<file path="config.mk">
export PLATFORM = sky130hd
export DESIGN_NAME = ecg_heart_rate_detector_unit_flat
export DESIGN_NICKNAME = d
export VERILOG_FILES = /design/src/design/ehr_pkg.sv /design/src/design/ehr_sample_if.sv /design/src/design/ehr_result_if.sv /design/src/design/ehr_cfg_if.sv /design/src/design/ecg_heart_rate_detector_unit.sv /design/src/design/ehr_ram.sv /design/src/design/ehr_window.sv /design/src/design/ehr_div.sv /design/src/flat_wrapper.sv
export VERILOG_INCLUDE_DIRS = /design/src /design/src/design
export SDC_FILE = /design/constraint.sdc
export NUM_CORES = 2
export LEC_CHECK = 0
export ABC_CLOCK_PERIOD_IN_PS = 14550
export CAP_MARGIN = 40
export CORE_UTILIZATION = 35
export CTS_CLUSTER_SIZE = 28
export DETAILED_ROUTE_END_ITERATION = 8
export DONT_BUFFER_PORTS = 1
export GPL_TIMING_DRIVEN = 1
export PLACE_DENSITY = 0.52
export SETUP_SLACK_MARGIN = 0.02
export SYNTH_ARGS = -nofsm -noshare
export SYNTH_HDL_FRONTEND = slang
export SYNTH_HIERARCHICAL = 1
export SYNTH_SLANG_ARGS = --single-unit
</file>
<file path="constraint.sdc">
create_clock -name clk -period 14.55 [get_ports clk]
set_input_delay 2.1825 -clock clk [delete_from_list [all_inputs] [get_ports clk]]
set_output_delay 2.1825 -clock clk [all_outputs]
set_load 0.01 [all_outputs]
</file>
<file path="src/design/ecg_heart_rate_detector_unit_macros.svh">
// Assertion macros used by the heart rate detector top level.
`ifndef ECG_HEART_RATE_DETECTOR_UNIT_MACROS_SVH
`define ECG_HEART_RATE_DETECTOR_UNIT_MACROS_SVH
`ifndef ASSERT_OFF
`define EHR_ASSERT_IMP(label, clk, rst_n, ante, cons) \
    label: assert property (@(posedge clk) disable iff (!rst_n) (ante) |-> (cons)) \
        else $error("heart rate detector assertion failed");
`define EHR_ASSERT_NXT(label, clk, rst_n, ante, cons) \
    label: assert property (@(posedge clk) disable iff (!rst_n) (ante) |=> (cons)) \
        else $error("heart rate detector assertion failed");
`else
`define EHR_ASSERT_IMP(label, clk, rst_n, ante, cons)
`define EHR_ASSERT_NXT(label, clk, rst_n, ante, cons)
`endif
`endif

</file>
<file path="src/design/ehr_pkg.sv">
// Package with widths, constants and types of the heart rate detector.
package ehr_pkg;

    localparam int SAMPLE_W           = 12;
    localparam int THRESH_W           = 12;
    localparam int SPACING_W          = 16;
    localparam int RATE_W             = 12;
    localparam int BPM_W              = 8;
    localparam int STAMP_W            = 32;

    localparam int AVERAGE_TAPS       = 5;
    localparam int INTERVAL_HISTORY   = 8;

    localparam int TAP_SUM_W          = SAMPLE_W + $clog2(AVERAGE_TAPS);
    localparam int HIST_IDX_W         = $clog2(INTERVAL_HISTORY);
    localparam int RATE_MIN_INTERVALS = 3;
    localparam int COUNT_CAP          = (INTERVAL_HISTORY > RATE_MIN_INTERVALS) ?
                                        INTERVAL_HISTORY : RATE_MIN_INTERVALS;
    localparam int COUNT_W            = $clog2(COUNT_CAP + 1);
    localparam int IVL_SUM_W          = STAMP_W + $clog2(INTERVAL_HISTORY);

    // The window mean is a multiply by a rounded-up reciprocal, exact for every window sum.
    localparam int AVG_SHIFT          = TAP_SUM_W + $clog2(AVERAGE_TAPS);
    localparam int AVG_RECIP          = ((1 << AVG_SHIFT) + AVERAGE_TAPS - 1) / AVERAGE_TAPS;
    localparam int AVG_RECIP_W        = TAP_SUM_W + 1;
    localparam int AVG_PROD_W         = TAP_SUM_W + AVG_RECIP_W;

    localparam int SECONDS_PER_MINUTE = 60;
    localparam int BPM_NUM_W          = RATE_W + 6;
    localparam int BPM_MIN            = 40;
    localparam int BPM_MAX            = 200;

    localparam int DIV_W              = IVL_SUM_W;
    localparam int DIV_CNT_W          = $clog2(DIV_W + 1);

    localparam int CFG_IDX_W          = 2;
    localparam int CFG_DATA_W         = 16;

    localparam int THRESH_RESET       = 2048;
    localparam int SPACING_RESET      = 50;
    localparam int RATE_RESET         = 250;

    typedef enum logic [CFG_IDX_W-1:0] {
        CFG_THRESHOLD = 2'd0,
        CFG_SPACING   = 2'd1,
        CFG_RATE      = 2'd2
    } cfg_index_t;

    typedef enum logic [3:0] {
        S_IDLE,
        S_AVG,
        S_SUM,
        S_MEAN_GO,
        S_MEAN_WAIT,
        S_BPM_GO,
        S_BPM_WAIT,
        S_OUT
    } state_t;

    typedef struct packed {
        logic                 start;
        logic [DIV_CNT_W-1:0] nbits;
    } div_ctrl_t;

    typedef struct packed {
        logic busy;
        logic done;
    } div_stat_t;

endpackage

</file>
<file path="src/design/ehr_sample_if.sv">
// Channel interface that carries one raw ECG sample word.
interface ehr_sample_if;
    import ehr_pkg::*;

    logic                valid;
    logic                ready;
    logic [SAMPLE_W-1:0] ecg_sample;

    modport source (output valid, output ecg_sample, input ready);
    modport sink   (input valid, input ecg_sample, output ready);
endinterface

</file>
<file path="src/design/ehr_result_if.sv">
// Channel interface that carries one result word of the detector.
interface ehr_result_if;
    import ehr_pkg::*;

    logic                valid;
    logic                ready;
    logic [SAMPLE_W-1:0] filtered_sample;
    logic                peak_found;
    logic [BPM_W-1:0]    beats_per_minute;

    modport source (output valid, output filtered_sample, output peak_found,
                    output beats_per_minute, input ready);
    modport sink   (input valid, input filtered_sample, input peak_found,
                    input beats_per_minute, output ready);
endinterface

</file>
<file path="src/design/ehr_cfg_if.sv">
// Configuration write channel interface with register index and data.
interface ehr_cfg_if;
    import ehr_pkg::*;

    logic                  valid;
    logic                  ready;
    logic [CFG_IDX_W-1:0]  index;
    logic [CFG_DATA_W-1:0] data;

    modport source (output valid, output index, output data, input ready);
    modport sink   (input valid, input index, input data, output ready);
endinterface

</file>
<file path="src/design/ecg_heart_rate_detector_unit.sv">
// Top level of the ECG R-peak heart rate detector.
//
// Channel    Role   Word
// sample_ch  sink   ecg_sample
// result_ch  source filtered_sample, peak_found, beats_per_minute
// cfg_ch     sink   index, data (always ready)
//
// A sample without a rate update passes through the accept, one averaging state with a
// reciprocal multiply, and the result word.
// A peak that updates the rate then sums the intervals and runs the 35-bit mean divide and the
// 18-bit rate divide, one quotient bit per cycle in the shared divider. The block takes one
// sample at a time and holds the result until it is taken.
// Reset clears the window, counters, interval history state and loads the register defaults.
`include "ecg_heart_rate_detector_unit_macros.svh"
module ecg_heart_rate_detector_unit (
    input logic          clk,
    input logic          rst_n,
    ehr_sample_if.sink   sample_ch,
    ehr_result_if.source result_ch,
    ehr_cfg_if.sink      cfg_ch
);
    import ehr_pkg::*;

    state_t                state_reg, state_next;
    logic [THRESH_W-1:0]   threshold_reg, threshold_next;
    logic [SPACING_W-1:0]  spacing_reg, spacing_next;
    logic [RATE_W-1:0]     srate_reg, srate_next;
    logic [STAMP_W-1:0]    clock_reg, clock_next;
    logic [STAMP_W-1:0]    last_peak_reg, last_peak_next;
    logic                  peak_seen_reg, peak_seen_next;
    logic [HIST_IDX_W-1:0] ring_ptr_reg, ring_ptr_next;
    logic [COUNT_W-1:0]    count_reg, count_next;
    logic [BPM_W-1:0]      bpm_reg, bpm_next;
    logic                  peak_reg, peak_next;
    logic [SAMPLE_W-1:0]   filtered_reg, filtered_next;
    logic [COUNT_W-1:0]    idx_reg, idx_next;
    logic                  rd_pend_reg, rd_pend_next;
    logic [IVL_SUM_W-1:0]  acc_reg, acc_next;
    logic [DIV_W-1:0]      mean_reg, mean_next;

    logic [STAMP_W-1:0]    clock_plus;
    logic [STAMP_W-1:0]    gap;
    logic                  is_peak;
    logic [COUNT_W-1:0]    hist_n;
    logic [BPM_NUM_W-1:0]  bpm_num;
    logic [AVG_PROD_W-1:0] avg_prod;
    logic                  window_push;
    logic [TAP_SUM_W-1:0]  window_sum;
    logic                  ram_we;
    logic [STAMP_W-1:0]    ram_rdata;
    div_ctrl_t             div_ctrl;
    div_stat_t             div_stat;
    logic [DIV_W-1:0]      div_dividend;
    logic [DIV_W-1:0]      div_divisor;
    logic [DIV_W-1:0]      div_quotient;

    ehr_window u_window (
        .clk    (clk),
        .rst_n  (rst_n),
        .push   (window_push),
        .sample (sample_ch.ecg_sample),
        .sum    (window_sum)
    );

    ehr_ram #(
        .WIDTH (STAMP_W),
        .DEPTH (INTERVAL_HISTORY)
    ) u_interval_ram (
        .clk   (clk),
        .we    (ram_we),
        .waddr (ring_ptr_reg),
        .wdata (gap),
        .raddr (idx_reg[HIST_IDX_W-1:0]),
        .rdata (ram_rdata)
    );

    ehr_div u_div (
        .clk      (clk),
        .rst_n    (rst_n),
        .ctrl     (div_ctrl),
        .dividend (div_dividend),
        .divisor  (div_divisor),
        .stat     (div_stat),
        .quotient (div_quotient)
    );

    assign clock_plus = clock_reg + 1'b1;
    assign gap        = clock_plus - last_peak_reg;
    assign is_peak    = (sample_ch.ecg_sample > threshold_reg) &&
                        (gap > STAMP_W'(spacing_reg));
    assign hist_n     = (count_reg < COUNT_W'(INTERVAL_HISTORY)) ?
                        count_reg : COUNT_W'(INTERVAL_HISTORY);
    assign bpm_num    = BPM_NUM_W'(srate_reg) * BPM_NUM_W'(SECONDS_PER_MINUTE);
    assign avg_prod   = AVG_PROD_W'(window_sum) * AVG_PROD_W'(AVG_RECIP);

    assign sample_ch.ready            = (state_reg == S_IDLE);
    assign result_ch.valid            = (state_reg == S_OUT);
    assign result_ch.filtered_sample  = filtered_reg;
    assign result_ch.peak_found       = peak_reg;
    assign result_ch.beats_per_minute = bpm_reg;
    assign cfg_ch.ready               = 1'b1;

    always_comb
    begin
        threshold_next = threshold_reg;
        spacing_next   = spacing_reg;
        srate_next     = srate_reg;
        if (cfg_ch.valid)
        begin
            unique case (cfg_ch.index)
                CFG_THRESHOLD: threshold_next = cfg_ch.data[THRESH_W-1:0];
                CFG_SPACING:   spacing_next   = cfg_ch.data[SPACING_W-1:0];
                CFG_RATE:      srate_next     = cfg_ch.data[RATE_W-1:0];
                default:       threshold_next = threshold_reg;
            endcase
        end
    end

    always_comb
    begin
        state_next     = state_reg;
        clock_next     = clock_reg;
        last_peak_next = last_peak_reg;
        peak_seen_next = peak_seen_reg;
        ring_ptr_next  = ring_ptr_reg;
        count_next     = count_reg;
        bpm_next       = bpm_reg;
        peak_next      = peak_reg;
        filtered_next  = filtered_reg;
        idx_next       = idx_reg;
        rd_pend_next   = rd_pend_reg;
        acc_next       = acc_reg;
        mean_next      = mean_reg;
        window_push    = 1'b0;
        ram_we         = 1'b0;
        div_ctrl       = '0;
        div_dividend   = '0;
        div_divisor    = '0;
        unique case (state_reg)
            S_IDLE:
            begin
                if (sample_ch.valid)
                begin
                    window_push = 1'b1;
                    clock_next  = clock_plus;
                    peak_next   = is_peak;
                    if (is_peak)
                    begin
                        last_peak_next = clock_plus;
                        peak_seen_next = 1'b1;
                        // The first peak only sets the time stamp.
                        if (peak_seen_reg)
                        begin
                            ram_we        = 1'b1;
                            ring_ptr_next =
                                (ring_ptr_reg == HIST_IDX_W'(INTERVAL_HISTORY - 1)) ?
                                '0 : ring_ptr_reg + 1'b1;
                            if (count_reg < COUNT_W'(COUNT_CAP))
                            begin
                                count_next = count_reg + 1'b1;
                            end
                        end
                    end
                    state_next = S_AVG;
                end
            end
            S_AVG:
            begin
                filtered_next = avg_prod[AVG_SHIFT +: SAMPLE_W];
                idx_next      = '0;
                rd_pend_next  = 1'b0;
                acc_next      = '0;
                if (peak_reg && (count_reg >= COUNT_W'(RATE_MIN_INTERVALS)))
                begin
                    state_next = S_SUM;
                end
                else
                begin
                    state_next = S_OUT;
                end
            end
            S_SUM:
            begin
                rd_pend_next = (idx_reg < hist_n);
                if (idx_reg < hist_n)
                begin
                    idx_next = idx_reg + 1'b1;
                end
                if (rd_pend_reg)
                begin
                    acc_next = acc_reg + IVL_SUM_W'(ram_rdata);
                end
                if (!(idx_reg < hist_n) && !rd_pend_reg)
                begin
                    state_next = S_MEAN_GO;
                end
            end
            S_MEAN_GO:
            begin
                div_ctrl.start = 1'b1;
                div_ctrl.nbits = DIV_CNT_W'(DIV_W);
                div_dividend   = acc_reg;
                div_divisor    = DIV_W'(hist_n);
                state_next     = S_MEAN_WAIT;
            end
            S_MEAN_WAIT:
            begin
                if (div_stat.done)
                begin
                    mean_next = div_quotient;
                    if (div_quotient == '0)
                    begin
                        bpm_next   = '0;
                        state_next = S_OUT;
                    end
                    else
                    begin
                        state_next = S_BPM_GO;
                    end
                end
            end
            S_BPM_GO:
            begin
                div_ctrl.start = 1'b1;
                div_ctrl.nbits = DIV_CNT_W'(BPM_NUM_W);
                div_dividend   = {bpm_num, {(DIV_W - BPM_NUM_W){1'b0}}};
                div_divisor    = mean_reg;
                state_next     = S_BPM_WAIT;
            end
            S_BPM_WAIT:
            begin
                if (div_stat.done)
                begin
                    if ((div_quotient >= DIV_W'(BPM_MIN)) &&
                        (div_quotient <= DIV_W'(BPM_MAX)))
                    begin
                        bpm_next = div_quotient[BPM_W-1:0];
                    end
                    else
                    begin
                        bpm_next = '0;
                    end
                    state_next = S_OUT;
                end
            end
            S_OUT:
            begin
                if (result_ch.ready)
                begin
                    state_next = S_IDLE;
                end
            end
            default:
            begin
                state_next = S_IDLE;
            end
        endcase
    end

    always_ff @(posedge clk or negedge rst_n)
    begin
        if (!rst_n)
        begin
            state_reg     <= S_IDLE;
            threshold_reg <= THRESH_W'(THRESH_RESET);
            spacing_reg   <= SPACING_W'(SPACING_RESET);
            srate_reg     <= RATE_W'(RATE_RESET);
            clock_reg     <= '0;
            last_peak_reg <= '0;
            peak_seen_reg <= 1'b0;
            ring_ptr_reg  <= '0;
            count_reg     <= '0;
            bpm_reg       <= '0;
            peak_reg      <= 1'b0;
            idx_reg       <= '0;
            rd_pend_reg   <= 1'b0;
        end
        else
        begin
            state_reg     <= state_next;
            threshold_reg <= threshold_next;
            spacing_reg   <= spacing_next;
            srate_reg     <= srate_next;
            clock_reg     <= clock_next;
            last_peak_reg <= last_peak_next;
            peak_seen_reg <= peak_seen_next;
            ring_ptr_reg  <= ring_ptr_next;
            count_reg     <= count_next;
            bpm_reg       <= bpm_next;
            peak_reg      <= peak_next;
            idx_reg       <= idx_next;
            rd_pend_reg   <= rd_pend_next;
        end
    end

    always_ff @(posedge clk)
    begin
        filtered_reg <= filtered_next;
        acc_reg      <= acc_next;
        mean_reg     <= mean_next;
    end

    `EHR_ASSERT_IMP(a_ready_excludes_result, clk, rst_n, sample_ch.ready, !result_ch.valid)
    `EHR_ASSERT_NXT(a_accept_blocks_input, clk, rst_n,
                    sample_ch.valid && sample_ch.ready, !sample_ch.ready)
    `EHR_ASSERT_IMP(a_done_only_when_waiting, clk, rst_n, div_stat.done,
                    state_reg == S_MEAN_WAIT || state_reg == S_BPM_WAIT)
    `EHR_ASSERT_IMP(a_start_on_idle_divider, clk, rst_n, div_ctrl.start, !div_stat.busy)
    `EHR_ASSERT_IMP(a_sum_needs_history, clk, rst_n, state_reg == S_SUM,
                    peak_reg && (count_reg >= COUNT_W'(RATE_MIN_INTERVALS)))
endmodule

</file>
<file path="src/design/ehr_ram.sv">
// Generic single write port RAM with one registered read port.
module ehr_ram #(
    parameter int WIDTH = 32,
    parameter int DEPTH = 8
) (
    input  logic                     clk,
    input  logic                     we,
    input  logic [$clog2(DEPTH)-1:0] waddr,
    input  logic [WIDTH-1:0]         wdata,
    input  logic [$clog2(DEPTH)-1:0] raddr,
    output logic [WIDTH-1:0]         rdata
);
    logic [WIDTH-1:0] mem_reg [DEPTH];
    logic [WIDTH-1:0] rdata_reg;

    always_ff @(posedge clk)
    begin
        if (we)
        begin
            mem_reg[waddr] <= wdata;
        end
        rdata_reg <= mem_reg[raddr];
    end

    assign rdata = rdata_reg;
endmodule

</file>
<file path="src/design/ehr_window.sv">
// Moving average window: a shift line of samples with a running sum.
module ehr_window (
    input  logic                          clk,
    input  logic                          rst_n,
    input  logic                          push,
    input  logic [ehr_pkg::SAMPLE_W-1:0]  sample,
    output logic [ehr_pkg::TAP_SUM_W-1:0] sum
);
    import ehr_pkg::*;

    logic [SAMPLE_W-1:0]  taps_reg  [AVERAGE_TAPS];
    logic [SAMPLE_W-1:0]  taps_next [AVERAGE_TAPS];
    logic [TAP_SUM_W-1:0] sum_reg;
    logic [TAP_SUM_W-1:0] sum_next;

    always_comb
    begin
        taps_next = taps_reg;
        sum_next  = sum_reg;
        if (push)
        begin
            taps_next[0] = sample;
            for (int i = 1; i < AVERAGE_TAPS; i++)
            begin
                taps_next[i] = taps_reg[i-1];
            end
            // The exact sum always fits, so modular arithmetic is safe here.
            sum_next = sum_reg + TAP_SUM_W'(sample)
                       - TAP_SUM_W'(taps_reg[AVERAGE_TAPS-1]);
        end
    end

    always_ff @(posedge clk or negedge rst_n)
    begin
        if (!rst_n)
        begin
            for (int i = 0; i < AVERAGE_TAPS; i++)
            begin
                taps_reg[i] <= '0;
            end
            sum_reg <= '0;
        end
        else
        begin
            taps_reg <= taps_next;
            sum_reg  <= sum_next;
        end
    end

    assign sum = sum_reg;
endmodule

</file>
<file path="src/design/ehr_div.sv">
// Shared restoring divider that retires one quotient bit per cycle.
module ehr_div (
    input  logic                      clk,
    input  logic                      rst_n,
    input  ehr_pkg::div_ctrl_t        ctrl,
    input  logic [ehr_pkg::DIV_W-1:0] dividend,
    input  logic [ehr_pkg::DIV_W-1:0] divisor,
    output ehr_pkg::div_stat_t        stat,
    output logic [ehr_pkg::DIV_W-1:0] quotient
);
    import ehr_pkg::*;

    logic [DIV_W-1:0]     rem_reg, rem_next;
    logic [DIV_W-1:0]     dvd_reg, dvd_next;
    logic [DIV_W-1:0]     dsr_reg, dsr_next;
    logic [DIV_W-1:0]     quo_reg, quo_next;
    logic [DIV_CNT_W-1:0] cnt_reg, cnt_next;
    logic                 busy_reg, busy_next;
    logic                 done_reg, done_next;
    logic [DIV_W:0]       trial;
    logic [DIV_W+1:0]     diff;
    logic                 fits;

    assign trial = {rem_reg, dvd_reg[DIV_W-1]};
    assign diff  = {1'b0, trial} - {2'b00, dsr_reg};
    assign fits  = !diff[DIV_W+1];

    always_comb
    begin
        rem_next  = rem_reg;
        dvd_next  = dvd_reg;
        dsr_next  = dsr_reg;
        quo_next  = quo_reg;
        cnt_next  = cnt_reg;
        busy_next = busy_reg;
        done_next = 1'b0;
        if (ctrl.start)
        begin
            rem_next  = '0;
            dvd_next  = dividend;
            dsr_next  = divisor;
            quo_next  = '0;
            cnt_next  = ctrl.nbits;
            busy_next = 1'b1;
        end
        else if (busy_reg)
        begin
            rem_next = fits ? diff[DIV_W-1:0] : trial[DIV_W-1:0];
            dvd_next = {dvd_reg[DIV_W-2:0], 1'b0};
            quo_next = {quo_reg[DIV_W-2:0], fits};
            cnt_next = cnt_reg - 1'b1;
            if (cnt_reg == DIV_CNT_W'(1))
            begin
                busy_next = 1'b0;
                done_next = 1'b1;
            end
        end
    end

    always_ff @(posedge clk or negedge rst_n)
    begin
        if (!rst_n)
        begin
            cnt_reg  <= '0;
            busy_reg <= 1'b0;
            done_reg <= 1'b0;
        end
        else
        begin
            cnt_reg  <= cnt_next;
            busy_reg <= busy_next;
            done_reg <= done_next;
        end
    end

    always_ff @(posedge clk)
    begin
        rem_reg <= rem_next;
        dvd_reg <= dvd_next;
        dsr_reg <= dsr_next;
        quo_reg <= quo_next;
    end

    assign stat.busy = busy_reg;
    assign stat.done = done_reg;
    assign quotient  = quo_reg;
endmodule
</file>
<file path="src/flat_wrapper.sv">
// flat-port wrapper written by rule: the top's interface ports become plain ports
module ecg_heart_rate_detector_unit_flat import ehr_pkg::*;
  (clk, rst_n, sample_ch_valid, sample_ch_ecg_sample, sample_ch_ready, result_ch_valid, result_ch_filtered_sample, result_ch_peak_found, result_ch_beats_per_minute, result_ch_ready, cfg_ch_valid, cfg_ch_index, cfg_ch_data, cfg_ch_ready);
  ehr_sample_if sample_ch_i ();
  ehr_result_if result_ch_i ();
  ehr_cfg_if cfg_ch_i ();
  input logic clk;
  input logic rst_n;
  input wire logic [$bits(sample_ch_i.valid)-1:0] sample_ch_valid;
  input wire logic [$bits(sample_ch_i.ecg_sample)-1:0] sample_ch_ecg_sample;
  output wire logic [$bits(sample_ch_i.ready)-1:0] sample_ch_ready;
  output wire logic [$bits(result_ch_i.valid)-1:0] result_ch_valid;
  output wire logic [$bits(result_ch_i.filtered_sample)-1:0] result_ch_filtered_sample;
  output wire logic [$bits(result_ch_i.peak_found)-1:0] result_ch_peak_found;
  output wire logic [$bits(result_ch_i.beats_per_minute)-1:0] result_ch_beats_per_minute;
  input wire logic [$bits(result_ch_i.ready)-1:0] result_ch_ready;
  input wire logic [$bits(cfg_ch_i.valid)-1:0] cfg_ch_valid;
  input wire logic [$bits(cfg_ch_i.index)-1:0] cfg_ch_index;
  input wire logic [$bits(cfg_ch_i.data)-1:0] cfg_ch_data;
  output wire logic [$bits(cfg_ch_i.ready)-1:0] cfg_ch_ready;
  assign sample_ch_i.valid = sample_ch_valid;
  assign sample_ch_i.ecg_sample = sample_ch_ecg_sample;
  assign sample_ch_ready = sample_ch_i.ready;
  assign result_ch_valid = result_ch_i.valid;
  assign result_ch_filtered_sample = result_ch_i.filtered_sample;
  assign result_ch_peak_found = result_ch_i.peak_found;
  assign result_ch_beats_per_minute = result_ch_i.beats_per_minute;
  assign result_ch_i.ready = result_ch_ready;
  assign cfg_ch_i.valid = cfg_ch_valid;
  assign cfg_ch_i.index = cfg_ch_index;
  assign cfg_ch_i.data = cfg_ch_data;
  assign cfg_ch_ready = cfg_ch_i.ready;
  ecg_heart_rate_detector_unit u_core (.clk(clk), .rst_n(rst_n), .sample_ch(sample_ch_i), .result_ch(result_ch_i), .cfg_ch(cfg_ch_i));
endmodule
</file>
==> metrics.yaml <==
cts_sinks: 722
syn_to_final_growth_pct: 11.59
slew_headroom_pct: 39.67
crit_family: "simple AND/OR/NAND/NOR gates"
grt_pass1_wl_um: 143600
ys_warn_count: 6
tritoncts: "yes"
status: "finished clean"
die_w_um: 338.9
layout-drive-gt1-share_pct: 13.22
final_common_cell: "edfxtp_1"
reg2reg_from: "u_core/clock_reg[0]"
setup_viol: 0
cpMostUsedCell: "a21o_1"
synthesis.area_mm2: 0.03972
layout_common_cells: "408 x edfxtp_1, 301 x inv_1, 278 x ha_1, 199 x nor2_1, 198 x dfrtp_1"
cts_buffer_depth: 3
cts-resized-gates: 0
arrival_ns: 7.51
grt_pass1_vias: 24910
fin_nets: 3683
worst_path_largest_cell_delay_ns: 0.63
dp_hpwl_um: 64530
slowest_stage: "a2111oi_0"
antennaDiodeCount: 0
worst-path-buf-inv: 3
holdCritStartpoint: "u_core/peak_seen_reg"
drc_errors: 0
hold_buffers: 0
grt-ovfl-total: 0
tightest_slew_ns: 0.8980
drv_slew: 0
tns_ns: 0
die_area_mm2: 0.1148
rsz0062_at_grt: "no"
hold_path_class: "flop to flop"
coreArea_mm2: 0.1125
path_clk_slew_ns: 0.06
wire_per_inst_um: 18.54
crit_path_end_kind: "flop"
io_buffers: 0
syn-instance-count: 3242
dp_cells: 4692
row_count: 123
h-tree-depth: 3
worst-setup-path-type: "flop to flop"
ant_nets: 0
startpoint: "u_core/clock_reg[0]"
fmax_ghz: 0.1399
hold_violations: 0
grt_usage_pct: 15.75
cts_buffers: 81
maxCapViolations: 0
place.gp.congestion: 0.8510
avgViaCountPerCell: 5.009
antenna_found_initial: 4
largest_reg_flops: 256
drt-initial-drc-count: 1346
instances_no_fill: 4843
vias: 24260
finClkSkew_ns: 0.02672
firstDrtPassIters: 5
avgSynthCellArea_um2: 12.25
insertion_delay_ns: 0.65
start_util_pct: 35.31
ios: 59
die_y_um: 338.9
wirelength_um: 89790
path_max_fanout: 18
fillers: 10800
grt_max_degree: 213
required_ns: 14.91
root_buffer: "clkbuf_16"
min_period_ns: 7.146
crit_path_start_kind: "flop"
fin_crit_sh_pct: 49.11
post-cts-setup-buffers: 0
[final cells by class]
cell class / instances / area [µm²] / share of cell area, %
inverter: 303 / 1140 / 2.571
timing repair buffer: 51 / 447.9 / 1.010
multi-input combinational: 2116 / 18570 / 41.89
clock buffer: 103 / 2182 / 4.923
tap: 1500 / 1877 / 4.234
sequential: 722 / 19620 / 44.26
clock inverter: 48 / 493.0 / 1.112
[metrics by stage]
stage               util, %  instance area, µm²  hold slack (ns)  worst slack [ns]
global placement      36.81               41420           0.4533             7.443
detailed placement    37.03               41650           0.4613             7.337
global route          39.40               44330           0.4999             6.669
CTS                   39.40               44330           0.4739             7.274
floorplan                 -               39730           0.4308             7.608
finish                39.40               44330           0.4762             7.404
[path summary, 6_finish.rpt]
check                                                             to  slack, ns  cells past startpoint
min in group asynchronous               u_core/u_window/taps_reg[41]       1.25                      0
max in group asynchronous                      u_core/u_div/busy_reg      12.83                      0
worst max-delay path            u_core/u_interval_ram/mem_reg[2][22]       7.40                     28
worst min-delay path                            u_core/peak_seen_reg       0.48                      1
worst min register to register                  u_core/peak_seen_reg       0.48                      1
worst max register to register  u_core/u_interval_ram/mem_reg[2][22]       7.40                     28
[routing by layer]
layer  vias up  GRT usage (%)  wire (µm)
li1      11800              -          -
met1     12020          21.94      43430
met3       122          2.013       2781
met2       321          25.91      41810
met4         0          3.837       1768
met5         -              0          0
[worst register-to-register path, delay by kind of cell, from the launching register on]
family	cells	cell delay (ns)
simple gates	12	2.62
compound gates	9	1.78
fa+ha+maj	2	0.78
xor+xnor	2	0.70
buf+inv	3	0.51
flops	1	0.46
Power is not shown: default switching activity piles up to over one toggle a cycle in this logic, so the estimate is an artifact.
